===== src/hw/rtl/lcdlt_pkg.sv =====
// Package: shared types and constants for the LCD line timing and status block.
`default_nettype none
package lcdlt_pkg;

  localparam int DOT_W  = 10;
  localparam int LINE_W = 8;

  localparam logic [DOT_W-1:0]  OAM_END      = 10'd80;
  localparam logic [DOT_W-1:0]  TRANSFER_END = 10'd252;
  localparam logic [DOT_W-1:0]  COUNTER_MAX  = 10'd1023;
  localparam logic [LINE_W-1:0] LAST_LINE    = 8'd153;

  localparam logic [1:0] MODE_HBLANK   = 2'd0;
  localparam logic [1:0] MODE_VBLANK   = 2'd1;
  localparam logic [1:0] MODE_OAM      = 2'd2;
  localparam logic [1:0] MODE_TRANSFER = 2'd3;

  // bit positions in stat_enables
  localparam int EN_HBLANK = 0;
  localparam int EN_VBLANK = 1;
  localparam int EN_OAM    = 2;
  localparam int EN_COINC  = 3;

  typedef struct packed {
    logic [DOT_W-1:0]  dot_counter;
    logic [LINE_W-1:0] current_line;
    logic [1:0]        mode_reg;
    logic              coincidence_reg;
    logic              increment_enable;
  } lcdlt_state_t;

  typedef struct packed {
    logic [7:0] cycles;
    logic       lcd_enable;
    logic [3:0] stat_enables;
    logic [7:0] compare_line;
  } lcdlt_item_t;

  typedef struct packed {
    logic [1:0] mode;
    logic       coincidence;
    logic [7:0] line_now;
    logic       stat_request;
    logic       vblank_request;
    logic       line_ready;
    logic [7:0] ready_line;
  } lcdlt_res_t;

endpackage
`default_nettype wire


===== src/hw/rtl/lcdlt_in_if.sv =====
// Interface: input channel carrying one timing update word.
`default_nettype none
interface lcdlt_in_if;
  logic       valid;
  logic       ready;
  logic [7:0] cycles;
  logic       lcd_enable;
  logic [3:0] stat_enables;
  logic [7:0] compare_line;

  modport source (output valid, cycles, lcd_enable, stat_enables, compare_line,
                  input ready);
  modport sink (input valid, cycles, lcd_enable, stat_enables, compare_line,
                output ready);
endinterface
`default_nettype wire


===== src/hw/rtl/lcdlt_out_if.sv =====
// Interface: result channel carrying one status word.
`default_nettype none
interface lcdlt_out_if;
  logic       valid;
  logic       ready;
  logic [1:0] mode;
  logic       coincidence;
  logic [7:0] line_now;
  logic       stat_request;
  logic       vblank_request;
  logic       line_ready;
  logic [7:0] ready_line;

  modport source (output valid, mode, coincidence, line_now, stat_request,
                  vblank_request, line_ready, ready_line, input ready);
  modport sink (input valid, mode, coincidence, line_now, stat_request,
                vblank_request, line_ready, ready_line, output ready);
endinterface
`default_nettype wire


===== src/hw/rtl/lcdlt_step.sv =====
// Step logic: status phase and dot/line advance for one update word.
`default_nettype none
module lcdlt_step
  import lcdlt_pkg::*;
#(
  parameter int LINE_DOTS     = 456,
  parameter int VISIBLE_LINES = 144
) (
  input  lcdlt_state_t state,
  input  lcdlt_item_t  item,
  output lcdlt_state_t state_next,
  output lcdlt_res_t   res
);

  localparam logic [DOT_W-1:0]  LineDots = DOT_W'(LINE_DOTS);
  localparam logic [LINE_W-1:0] VisLines = LINE_W'(VISIBLE_LINES);

  logic [1:0]        mode;
  logic              want;
  logic              coinc;
  logic [DOT_W:0]    sum;
  logic [DOT_W-1:0]  dots;
  logic [LINE_W-1:0] line1;
  logic              inc1;
  logic              adv;

  always_comb begin
    state_next = state;
    res        = '0;
    mode       = MODE_VBLANK;
    want       = 1'b0;
    coinc      = (state.current_line == item.compare_line);
    sum        = {1'b0, state.dot_counter} + {3'b000, item.cycles};
    dots       = sum[DOT_W] ? COUNTER_MAX : sum[DOT_W-1:0];
    line1      = (state.current_line == LAST_LINE) ? '0 : state.current_line;
    inc1       = (state.current_line == LAST_LINE) ? 1'b0 : state.increment_enable;
    adv        = 1'b0;

    if (!item.lcd_enable) begin
      state_next.dot_counter  = '0;
      state_next.current_line = '0;
      state_next.mode_reg     = MODE_VBLANK;
      res.mode                = MODE_VBLANK;
    end else begin
      if (state.current_line >= VisLines) begin
        mode = MODE_VBLANK;
        want = item.stat_enables[EN_VBLANK];
      end else if (state.dot_counter < OAM_END) begin
        mode = MODE_OAM;
        want = item.stat_enables[EN_OAM];
      end else if (state.dot_counter < TRANSFER_END) begin
        mode = MODE_TRANSFER;
      end else begin
        mode = MODE_HBLANK;
        want = item.stat_enables[EN_HBLANK];
      end
      res.mode         = mode;
      res.stat_request = (want && mode != state.mode_reg) ||
                         (coinc && item.stat_enables[EN_COINC]);
      state_next.coincidence_reg  = coinc;
      state_next.mode_reg         = mode;
      state_next.dot_counter      = dots;
      state_next.current_line     = line1;
      state_next.increment_enable = inc1;

      if (dots >= LineDots) begin
        state_next.dot_counter = dots - LineDots;
        if (line1 == VisLines) begin
          res.vblank_request = 1'b1;
          adv = 1'b1;
        end else if (line1 == LAST_LINE) begin
          state_next.current_line = '0;
        end else if (line1 < VisLines) begin
          res.line_ready = 1'b1;
          res.ready_line = line1;
          adv = 1'b1;
        end else begin
          adv = 1'b1;
        end
      end

      // a skipped increment only re-arms the flag
      if (adv) begin
        if (inc1) begin
          state_next.current_line = line1 + 8'd1;
        end else begin
          state_next.increment_enable = 1'b1;
        end
      end
    end

    res.coincidence = state_next.coincidence_reg;
    res.line_now    = state_next.current_line;
  end

endmodule
`default_nettype wire


===== src/hw/rtl/lcd_line_timing_status.sv =====
// LCD line timing and status unit: dot counter, scanline, mode and interrupt
// requests, one status word out for each update word in.
//
// din carries the elapsed cycles, LCD enable, STAT enables and LY compare
// value; dout returns mode, coincidence, current line, STAT and VBlank
// request pulses and the line-ready pulse with its line index.
// Path: a word accepted on din passes the input register, then the result
// register after the step logic, before it appears on dout.
// Throughput: one word per cycle while dout is not held off; the dot/line
// state is updated in the same cycle the word leaves the input register,
// so consecutive words chain. Stall: when dout is held off, the result
// register keeps its word and the input register can still take one more
// word; din.ready drops only once both are full.
// Reset (rst, synchronous): both registers empty, dot counter 3, line 0,
// mode hblank, coincidence 0, line increment armed.
`default_nettype none
module lcd_line_timing_status
  import lcdlt_pkg::*;
#(
  parameter int LINE_DOTS     = 456,
  parameter int VISIBLE_LINES = 144
) (
  input wire logic   clk,
  input wire logic   rst,
  lcdlt_in_if.sink   din,
  lcdlt_out_if.source dout
);

  logic         item_valid;
  lcdlt_item_t  item;
  logic         res_valid;
  lcdlt_res_t   res;
  lcdlt_state_t state;
  lcdlt_state_t state_next;
  lcdlt_res_t   res_next;
  logic         advance;
  logic         take_in;

  assign advance  = !res_valid || dout.ready;
  assign din.ready = !item_valid || advance;
  assign take_in  = din.valid && din.ready;

  lcdlt_step #(
    .LINE_DOTS     (LINE_DOTS),
    .VISIBLE_LINES (VISIBLE_LINES)
  ) u_step (
    .state      (state),
    .item       (item),
    .state_next (state_next),
    .res        (res_next)
  );

  always_ff @(posedge clk) begin
    if (rst) begin
      item_valid <= 1'b0;
    end else if (take_in) begin
      item_valid <= 1'b1;
    end else if (advance) begin
      item_valid <= 1'b0;
    end
    if (take_in) begin
      item.cycles       <= din.cycles;
      item.lcd_enable   <= din.lcd_enable;
      item.stat_enables <= din.stat_enables;
      item.compare_line <= din.compare_line;
    end
  end

  always_ff @(posedge clk) begin
    if (rst) begin
      res_valid <= 1'b0;
    end else if (advance) begin
      res_valid <= item_valid;
    end
    if (advance && item_valid) begin
      res <= res_next;
    end
  end

  always_ff @(posedge clk) begin
    if (rst) begin
      state.dot_counter      <= 10'd3;
      state.current_line     <= '0;
      state.mode_reg         <= MODE_HBLANK;
      state.coincidence_reg  <= 1'b0;
      state.increment_enable <= 1'b1;
    end else if (advance && item_valid) begin
      state <= state_next;
    end
  end

  assign dout.valid          = res_valid;
  assign dout.mode           = res.mode;
  assign dout.coincidence    = res.coincidence;
  assign dout.line_now       = res.line_now;
  assign dout.stat_request   = res.stat_request;
  assign dout.vblank_request = res.vblank_request;
  assign dout.line_ready     = res.line_ready;
  assign dout.ready_line     = res.ready_line;

  a_line_range: assert property (@(posedge clk) disable iff (rst)
    state.current_line <= LAST_LINE)
    else $error("scanline beyond last line");

  a_one_pulse: assert property (@(posedge clk) disable iff (rst)
    res_valid |-> !(res.vblank_request && res.line_ready))
    else $error("vblank and line-ready in one word");

  a_ready_idx: assert property (@(posedge clk) disable iff (rst)
    (res_valid && res.line_ready) |-> (res.ready_line < LINE_W'(VISIBLE_LINES)))
    else $error("ready line outside visible area");

  a_off_quiet: assert property (@(posedge clk) disable iff (rst)
    (advance && item_valid && !item.lcd_enable) |=>
      (state.current_line == '0 && !res.stat_request && res.mode == MODE_VBLANK))
    else $error("LCD off word did not clear state");

endmodule
`default_nettype wire

===== src/flat_wrapper.sv =====
// flat-port wrapper written by rule: the top's interface ports become plain ports
module lcd_line_timing_status_flat import lcdlt_pkg::*;
#(
  parameter int LINE_DOTS     = 456,
  parameter int VISIBLE_LINES = 144
)
  (clk, rst, din_valid, din_cycles, din_lcd_enable, din_stat_enables, din_compare_line, din_ready, dout_valid, dout_mode, dout_coincidence, dout_line_now, dout_stat_request, dout_vblank_request, dout_line_ready, dout_ready_line, dout_ready);
  lcdlt_in_if din_i ();
  lcdlt_out_if dout_i ();
  input wire logic clk;
  input wire logic rst;
  input wire logic [$bits(din_i.valid)-1:0] din_valid;
  input wire logic [$bits(din_i.cycles)-1:0] din_cycles;
  input wire logic [$bits(din_i.lcd_enable)-1:0] din_lcd_enable;
  input wire logic [$bits(din_i.stat_enables)-1:0] din_stat_enables;
  input wire logic [$bits(din_i.compare_line)-1:0] din_compare_line;
  output wire logic [$bits(din_i.ready)-1:0] din_ready;
  output wire logic [$bits(dout_i.valid)-1:0] dout_valid;
  output wire logic [$bits(dout_i.mode)-1:0] dout_mode;
  output wire logic [$bits(dout_i.coincidence)-1:0] dout_coincidence;
  output wire logic [$bits(dout_i.line_now)-1:0] dout_line_now;
  output wire logic [$bits(dout_i.stat_request)-1:0] dout_stat_request;
  output wire logic [$bits(dout_i.vblank_request)-1:0] dout_vblank_request;
  output wire logic [$bits(dout_i.line_ready)-1:0] dout_line_ready;
  output wire logic [$bits(dout_i.ready_line)-1:0] dout_ready_line;
  input wire logic [$bits(dout_i.ready)-1:0] dout_ready;
  assign din_i.valid = din_valid;
  assign din_i.cycles = din_cycles;
  assign din_i.lcd_enable = din_lcd_enable;
  assign din_i.stat_enables = din_stat_enables;
  assign din_i.compare_line = din_compare_line;
  assign din_ready = din_i.ready;
  assign dout_valid = dout_i.valid;
  assign dout_mode = dout_i.mode;
  assign dout_coincidence = dout_i.coincidence;
  assign dout_line_now = dout_i.line_now;
  assign dout_stat_request = dout_i.stat_request;
  assign dout_vblank_request = dout_i.vblank_request;
  assign dout_line_ready = dout_i.line_ready;
  assign dout_ready_line = dout_i.ready_line;
  assign dout_i.ready = dout_ready;
  lcd_line_timing_status #(.LINE_DOTS(LINE_DOTS), .VISIBLE_LINES(VISIBLE_LINES)) u_core (.clk(clk), .rst(rst), .din(din_i), .dout(dout_i));
endmodule

===== config.mk =====
export PLATFORM = sky130hd
export DESIGN_NAME = lcd_line_timing_status_flat
export DESIGN_NICKNAME = d
export VERILOG_FILES = /design/src/hw/rtl/lcdlt_pkg.sv /design/src/hw/rtl/lcdlt_in_if.sv /design/src/hw/rtl/lcdlt_out_if.sv /design/src/hw/rtl/lcdlt_step.sv /design/src/hw/rtl/lcd_line_timing_status.sv /design/src/flat_wrapper.sv
export SDC_FILE = /design/constraint.sdc
export NUM_CORES = 1
export LEC_CHECK = 0
export ABC_AREA = 1
export BUFFER_PORTS_ARGS = -buffer_cell sky130_fd_sc_hd__buf_2
export CAP_MARGIN = 5
export CORE_MARGIN = 8
export CORE_UTILIZATION = 50
export DETAILED_ROUTE_END_ITERATION = 6
export GPL_ROUTABILITY_DRIVEN = 0
export GPL_TIMING_DRIVEN = 1
export PLACE_DENSITY = 0.71
export SYNTH_ARGS = -nofsm -noshare
export SYNTH_HDL_FRONTEND = slang
export SYNTH_SLANG_ARGS = --single-unit

===== constraint.sdc =====
create_clock -name clk -period 6 [get_ports clk]
set_input_delay 0.9 -clock clk [delete_from_list [all_inputs] [get_ports clk]]
set_output_delay 0.9 -clock clk [all_outputs]
set_load 0.005 [all_outputs]

After elaboration in Yosys (flattened, before gate mapping)
Index checks and enable logic that the tools add are counted.
Word-level totals
  register bits: 67
  bits of input ports: 25
Cells by class
  reduce and logical (&&, ||, !) cells: 14
  order comparisons: 5
  bitwise gates (word level): 3
  add/sub/neg operators: 3
  eq/ne operators: 5
  multiplexer cells: 27
Operator list (number)
  $mux W8: 5
  $eq A8 B8 Y1 const B: 3
  $mux W20: 1
  $mux W18: 1
  $mux W1: 13
  $add A10 B8 Y11: 1
  $ge A10 B9 Y1 const B: 1
  $lt A10 B7 Y1 const B: 1
  $lt A10 B8 Y1 const B: 1
  $mux W10: 1
  $mux W2: 5
  $sub A10 B9 Y10 const B: 1
  $mux W9: 1
  $add A8 B1 Y8 const B: 1
  $eq A8 B8 Y1: 1
  $ge A8 B8 Y1 const B: 1
  $lt A8 B8 Y1 const B: 1
  $reduce_or A5 Y1: 1
  $logic_and A1 B1 Y1: 4
  $reduce_and A2 Y1: 2
  $reduce_or A4 Y1: 1
  $logic_or A1 B1 Y1: 3
  $not A1 Y1: 3
  $logic_not A1 Y1: 2
  other kinds (2): 2

Logic depth before layout (Yosys ltp)
Gate-level depths: netlist (run 1).
  depth after elaboration: 9
  depth in mapped cells: 19
  depth with buffers taken out: 18

Cells and area by module
From an unflattened synthesis (run 1), not the netlist that was laid out.
Second synthesis, totals
  cell total of the unflattened synthesis: 499
  area, all modules: 4050.1 um2
By module, submodules not included
  lcd_line_timing_status: times used 1, cells each 193, area an instance 2391.0 um2, seq. area each 1771.7 um2
  lcdlt_step: times used 1, cells each 306, area an instance 1659.1 um2, seq. area each 0.0 um2

Worst setup path after synthesis (run 1)
No wires, ideal clock.
  kind: input to register
  from: in dout_ready
  to: reg u_core.res, in the netlist u_core.dout.coincidence, enable pin
  buffers on the path: 1
  setup time: 0.400 ns
  required time: 5.600 ns
  slack: 3.458 ns
  arrival time: 2.142 ns
  stages on the path: 5
  cell sequence: inv_1 -> nand2_1 -> nand2_1 -> inv_2 -> clkbuf_1
Between the ends
  cells in the longest elaborated chain, start to end: 2
Ends and longest elaborated chain
  start: declaration: line flat_wrapper.sv:26  | input wire logic [$bits(dout_i.ready)-1:0] dout_ready;
  $logic_or A1 B1 Y1: line lcd_line_timing_status.sv:39  | assign advance = !res_valid || dout.ready;
  $logic_and A1 B1 Y1: line lcd_line_timing_status.sv:75  | if (advance && item_valid) begin
  end signal: assignment: line lcd_line_timing_status.sv:76  | res <= res_next;
  end: declaration: line lcd_line_timing_status.sv:32  | lcdlt_res_t res;
Every way passes these cells.
A chain may end at the register's enable or synchronous reset.

==> flow_summary_export.csv, run 1 <==
group,metric,value,unit
run_status,status,"completed",
min_path,min_path_cells,2,
sta,hold_viol,0,
sta,worst_slew_pin_slew,0.759,ns
global_routing,grt_first_pass_wirelength,12500,um
setup_path,crit_slowest_cell,"fa_1",
clock_tree,numCtsBuffers,9,
clock_tree,clk_pin_slew,0.07,ns
synthesis,yosys.area_share.simple,0.260,
power_and_ir_drop,power,1.09,mW
route,vias,2929,
power_and_ir_drop,p_comb_frac,0.132,
clock_tree,post_cts_buffers,0,
min_path,worstHoldEndpoint,"u_core.state[12]",
cells_and_area,nNetsFinal,504,
synthesis,synth_xor_xnor_area_share,0.0338,
sta,timing.final.crit_share,0.478,
cells_and_area,largest_reg_flops,22,
route,drc,0,
synthesis,synth_area,3630,um^2
synthesis,ys_seq_elements,67,
power_and_ir_drop,p_switching,0.278,mW
synthesis,syn_nets,457,
setup_path,cp_max_fo,21,
synthesis,syn_avg_cell_area,8.63,um^2
placement,hpwlAfterDp,5570,um
cells_and_area,top_regs,"u_core.state: 22 flops, u_core.item: 21 flops",
sta,slew_violations,0,
setup_path,cpPeakStageDelay,0.41,ns
min_path,hold_path_class,"register to register",
min_path,holdCritStartpoint,"u_core.state[12]",
die,die_area,10200,um^2
sta,rsz0062_at_grt,"no",
synthesis,syn_inst,420,
sta,fin_worst_skew,0.00825,ns
setup_path,cp_num_buf_inv,1,
synthesis,synth_cell_types,34,
power_and_ir_drop,power_per_cell_area,263,nW/um^2
global_routing,grt_antenna_before_repair,0,
global_routing,grt_util_all_layers,0.155,
route,vias_per_cell,5.13,
global_routing,grt_max_degree,41,
power_and_ir_drop,pwr-share-seq,0.494,
die,core,7140,um^2
sta,setup_viol,0,
die,fp-row-count,31,
sta,post-route-min-period,2.87,ns
synthesis,synth_compound_area_frac,0.0921,
synthesis,synth_adder_area_share,0.0435,
synthesis,ys_warn_count,0,
route,drt_iter0_drc,178,
sta,relSlewSlack,0.493,
setup_path,timing.rr.start,"u_core.item[13]",
setup_path,crit_arrival,2.97,ns
setup_path,cp-start-kind,"register",
placement,portBuffers,48,
setup_path,r2r_end,"u_core.dout.line_now[7]",
power_and_ir_drop,p_int,0.807,mW
global_routing,grt.overflow.total,0,
cells_and_area,largest-register,"u_core.state",
power_and_ir_drop,ir_drop,250,uV
power_and_ir_drop,p_clk_frac,0.374,
cells_and_area,layout_commonest_cell,"nand2_1",
setup_path,r2r_setup_slack,3.13,ns
clock_tree,cts_htree_levels,3,
die,ios,49,
placement,placed_cells,555,
power_and_ir_drop,p_leak,1.88,nW
clock_tree,cts_root_buf,"clkbuf_8",
route,totalWireLength,7450,um
sta,finalSetupTns,0,ns
synthesis,synth_top_family_by_area,"simple AND/OR/NAND/NOR gates",
cells_and_area,stdcell_count,571,
setup_path,worstPathRequired,6.11,ns
route,firstDrtPassIters,5,
cells_and_area,area_growth,14.0,%
global_routing,grt_pass1_vias,2792,
setup_path,path_cells,"ha_1, fa_1, nand2_1, nand3_1, nand3_1, nand2_2, nand2_4, nand3_1, nor2_2, nand3_2, nand2_4, nand2_1, nand2_1, nand2_1, nand3_2, inv_1",
clock_tree,cts_tree,"done",
clock_tree,ctsLongestPathBuffers,2,
setup_path,worst_setup_path_end_kind,"register",
power_and_ir_drop,p_sw_frac,0.256,
clock_tree,clock_sinks,67,
sta,fmax,0.349,GHz
run,drv_cap,0,
synthesis,yosysSeqAreaShare,0.489,
setup_path,r2r_cells,16,
setup_path,crit_type,"register to register",
synthesis,muxShareOfSynthArea,0,
cells_and_area,most-common-layout-cells,"nand2_1 (101), inv_1 (56), buf_2 (48)",
setup_path,startpoint,"u_core.item[13]",
cells_and_area,diodes,0,
cells_and_area,drive_above_1_share,0.193,
die,initial_core_util,0.508,
route,wl_per_cell,13.0,um
die,fp.dieW,101,um
route,final_antenna_net_count,0,
die,die_h,101,um
setup_path,cpLargestDelayFamily,"simple AND/OR/NAND/NOR gates",
clock_tree,post_cts_resized,0,
clock_tree,insertion_delay,0.34,ns
setup_path,timing.critical_path.mode_cell,"nand2_1",
clock_tree,hold_buffers,0,
-- how the worst max path moves through the flow --
stage,to,slack (ns),cells past startpoint
after floorplan,u_core.dout.coincidence,3.46,5
after global placement,u_core.dout.line_now[1],3.30,16
after detailed placement,u_core.dout.line_now[7],3.17,16
after CTS,u_core.dout.line_now[4],3.15,16
after global routing,u_core.dout.vblank_request,2.94,13
final,u_core.dout.line_now[7],3.13,16
-- power by group through the flow --
| stage | logic, mW | clock network [mW] | registers, mW |
|---|---|---|---|
| final | 0.143 | 0.406 | 0.537 |
| after global routing | 0.164 | 0.436 | 0.539 |
| after CTS | 0.143 | 0.415 | 0.537 |
| after detailed placement | 0.142 | 0 | 0.547 |
| after global placement | 0.138 | 0 | 0.546 |
| after floorplan | 0.109 | 0 | 0.539 |
-- kinds of logic after synthesis --
family | Yosys count
xor+xnor | 14
fa+ha+maj | 12
compound gates | 59
simple gates | 196
buf+inv | 72
flops | 67
-- final cells by class --
cell class / count / area, um^2
Timing Repair Buffer: 48 / 240
Sequential cell: 67 / 1770
Clock buffer: 10 / 128
Multi-Input combinational cell: 281 / 1560
Fill cell: 659 / 3000
Clock inverter: 6 / 87.6
Tap cell: 99 / 124
Inverter: 60 / 225
-- metrics by stage --
step	util	area, um^2	setup slack, ns	hold slack, ns
floorplan	-	3630	3.46	0.440
global placement	0.549	3920	3.30	0.468
detailed placement	0.549	3920	3.17	0.466
CTS	0.579	4130	3.15	0.484
global route	0.579	4130	2.94	0.518
finish	0.579	4130	3.13	0.484
-- synth_stat cells (all sizes together) --
library cell / n / area [um^2]
xor2: 4 / 35.0
nor3b: 1 / 7.51
nor2: 33 / 126
ha: 11 / 138
xnor2: 10 / 87.6
fa: 1 / 20.0
a21oi: 27 / 158
edfxtp: 43 / 1290
nand4: 13 / 96.3
a31o: 1 / 8.76
nand3: 38 / 255
o211ai: 1 / 7.51
inv: 60 / 225
clkbuf: 7 / 26.3
o21ai: 28 / 144
nor4: 1 / 6.26
nor3: 2 / 10.0
dfxtp: 24 / 480
nand3b: 3 / 22.5
a21boi: 1 / 7.51
o221ai: 1 / 8.76
buf: 5 / 45.0
nand2: 105 / 419
-- layer usage --
metal / wire [um] / part of all wire / up-vias / GRT usage
li1: - / - / 1481 / -
met1: 3490 / 0.47 / 1331 / 0.200
met2: 3400 / 0.46 / 107 / 0.237
met3: 458 / 0.061 / 10 / 0.0419
met4: 107 / 0.014 / 0 / 0.0699
met5: 0 / 0 / - / 0
-- tightest hold or removal path, stage by stage (launching register included) --
cell	delay (ns)
dfxtp_1	0.33
a21oi_1	0.07
nand2_1	0.06
Power figures use the tool's default switching activity.
==> inputs of run 2 (changes only) <==
ABC_AREA = 0   (was 1)
clock period = 2.85 ns   (was 6 ns; I/O delays follow)
==> run 2 against run 1 <==
Compared with the run above:
- the run now ends with negative setup slack left
- via count up 7.3%
- register-to-register slack worse by 3.2 ns
- fmax down 0.80%
- total power up 110%
- sequential cell count unchanged
- global-route usage up 3.0 points
- design area up 12%
- wire length up 28%
==> flow_summary_export.csv, run 2 <==
group,metric,value,unit
cells_and_area,top_regs,"u_core.state: 22 flops, u_core.item: 21 flops",
power_and_ir_drop,p_leak,1.82,nW
cells_and_area,most-common-layout-cells,"buf_2 (48), edfxtp_1 (43), nand2_1 (35), buf_4 (35), nor2_1 (31)",
clock_tree,cts_tree,"done",
sta,post-route-min-period,2.89,ns
synthesis,syn_inst,358,
sta,fmax,0.346,GHz
setup_path,worstPathRequired,3.09,ns
clock_tree,insertion_delay,0.35,ns
synthesis,ys_seq_elements,67,
route,drt_iter0_drc,262,
setup_path,worst_setup_path_end_kind,"register",
clock_tree,numCtsBuffers,9,
global_routing,grt_util_all_layers,0.185,
synthesis,synth_area,3660,um^2
sta,hold_viol,0,
sta,slew_violations,0,
synthesis,synth_common_cells,"edfxtp_1 (43), nand2_1 (35), nor2_1 (33)",
placement,placed_area,4150,um^2
sta,fin_ws,-0.0421,ns
route,drc,0,
synthesis,synth-main-ff-cell,"edfxtp_1",
synthesis,synth_cell_types,64,
run_status,violations,"negative setup slack",
synthesis,syn_nets,395,
setup_path,cp_max_fo,9,
synthesis,synth_top_area_share,0.353,
synthesis,synthMostInstantiatedCell,"edfxtp_1",
cells_and_area,area_growth,27.1,%
synthesis,syn_avg_cell_area,10.2,um^2
route,firstDrtPassIters,5,
route,totalWireLength,9520,um
synthesis,yosys-top-cells-area,"edfxtp_1 (35%), dfxtp_1 (13%), ha_1 (3.8%)",
die,fp.dieW,102,um
clock_tree,ctsLongestPathBuffers,2,
cells_and_area,final_util,0.648,
run,drv_cap,0,
power_and_ir_drop,power_per_cell_area,499,nW/um^2
sta,setup_viol,8,
power_and_ir_drop,ir_drop,396,uV
route,wl_per_cell,17.6,um
sta,fin_worst_skew,0.0103,ns
cells_and_area,drive_above_1_share,0.344,
cells_and_area,layout_commonest_cell,"buf_2",
global_routing,grt_pass1_vias,3027,
synthesis,synth-edff-count,43,
global_routing,grt_first_pass_wirelength,14900,um
clock_tree,cts_root_buf,"clkbuf_8",
placement,hpwlAfterDp,6370,um
min_path,hold_path_class,"primary input to register",
clock_tree,clk_pin_slew,0.08,ns
die,ios,49,
die,core,7180,um^2
sta,relSlewSlack,0.559,
global_routing,grt_antenna_before_repair,0,
die,fp-row-count,31,
sta,timing.final.crit_share,1.01,
setup_path,cp-start-kind,"register",
route,vias_per_cell,5.81,
cells_and_area,largest_reg_flops,22,
die,die_area,10300,um^2
clock_tree,clock_sinks,67,
sta,rsz0062_at_grt,"yes",
route,vias,3144,
die,die_h,102,um
cells_and_area,stdcell_area,4650,um^2
cells_and_area,nNetsFinal,474,
die,initial_core_util,0.510,
synthesis,ys_warn_count,0,
synthesis,yosysSeqAreaShare,0.484,
sta,finalSetupTns,-0.135,ns
run_status,status,"complete, but fails checks",
route,final_antenna_net_count,0,
cells_and_area,largest-register,"u_core.state",
setup_path,crit_type,"register to register",
cells_and_area,diodes,0,
synthesis,synth_area_leader_cell,"edfxtp_1",
placement,dp_slack,-0.133,ns
synthesis,async_flop_share,0,
setup_path,crit_arrival,3.14,ns
clock_tree,cts_htree_levels,3,
global_routing,grt_max_degree,23,
global_routing,grt.overflow.total,0,
sta,worst_slew_pin_slew,0.662,ns
placement,portBuffers,48,
-- run 2: changes by cell type in the layout (fill, tap and decap cells not counted), moves of 5 or more --
cell and change:
a31oi_1 +5, buf_4 +35, inv_1 -46, nand2_1 -66, nand2b_1 +6, nand3_1 -17
nand3_2 -7, nor3_1 +5, o21ai_0 -13
-- run 2: report_power, final --
group	switching (mW)	leakage (nW)	internal [mW]
clock network	0.378	0.107	0.496
registers	0.0260	0.607	1.07
logic	0.188	1.11	0.155
-- run 2: layer usage --
| metal | up-vias | track usage | wire (um) |
|---|---|---|---|
| met5 | - | 0 | 0 |
| met4 | 0 | 0.0882 | 208 |
| met3 | 20 | 0.0330 | 641 |
| met2 | 144 | 0.297 | 4600 |
| met1 | 1494 | 0.235 | 4070 |
| li1 | 1486 | - | - |
-- run 2: cell families (layout without fill, tap and decap cells) --
| group | count (synthesis) | in the layout | synth area share |
|---|---|---|---|
| adder cells (fa/ha/maj) | 12 | 12 | 0.0431 |
| flip-flops | 67 | 67 | 0.484 |
| buffers and inverters | 33 | 117 | 0.0510 |
| AO/OA/AOI/OAI | 94 | 94 | 0.182 |
| AND/OR/NAND/NOR | 132 | 132 | 0.186 |
| XOR/XNOR | 16 | 16 | 0.0383 |
| multiplexers | 4 | 4 | 0.0147 |
-- run 2: layout make-up --
cell class | count | area, um^2
Clock buffer | 10 | 128
Clock inverter | 6 | 90.1
Fill cell | 544 | 2530
Inverter | 12 | 47.5
Multi-Input combinational cell | 258 | 1900
Sequential cell | 67 | 1770
Tap cell | 99 | 124
Timing Repair Buffer | 89 | 593
-- run 2: worst max-delay path: stages, from the launching register on --
cell      delay (ns)
edfxtp_1        0.42
ha_4            0.19
fa_2            0.36
a211o_1         0.32
a21o_2          0.24
mux2i_4         0.21
o211ai_4        0.11
buf_6           0.14
o21ai_4         0.21
buf_12          0.16
nand2_1         0.09
o41ai_2         0.32
-- run 2: through the flow --
stage / power (mW) / hold WS, ns / cells
finish: 2.32 / 0.248 / 541
global route: 2.41 / 0.233 / 541
CTS: 2.30 / 0.237 / 537
detailed placement: 1.42 / 0.454 / 516
global placement: 1.41 / 0.443 / 516
floorplan: 1.31 / 0.434 / 358
-- run 2: final timing paths --
kind	from	cells past startpoint	slack (ns)	endpoint
max reg2reg	u_core.item[13]	11	-0.04	u_core.state[21]
min reg2reg	u_core.state[1]	2	0.46	u_core.state[1]
min	din_compare_line[3]	1	0.25	u_core.item[3]
max	u_core.item[13]	11	-0.04	u_core.state[21]
-- run 2: repair_timing --
| item | in CTS | in global routing |
|---|---|---|
| pin swaps | 5 | 13 |
| buffers inserted | 5 | 3 |
| hold endpoints to repair | 0 | 0 |
| setup endpoints to repair | 15 | 34 |
| gates resized for setup | 9 | 32 |
| hold buffers | 0 | 0 |
| cloned | 0 | 1 |
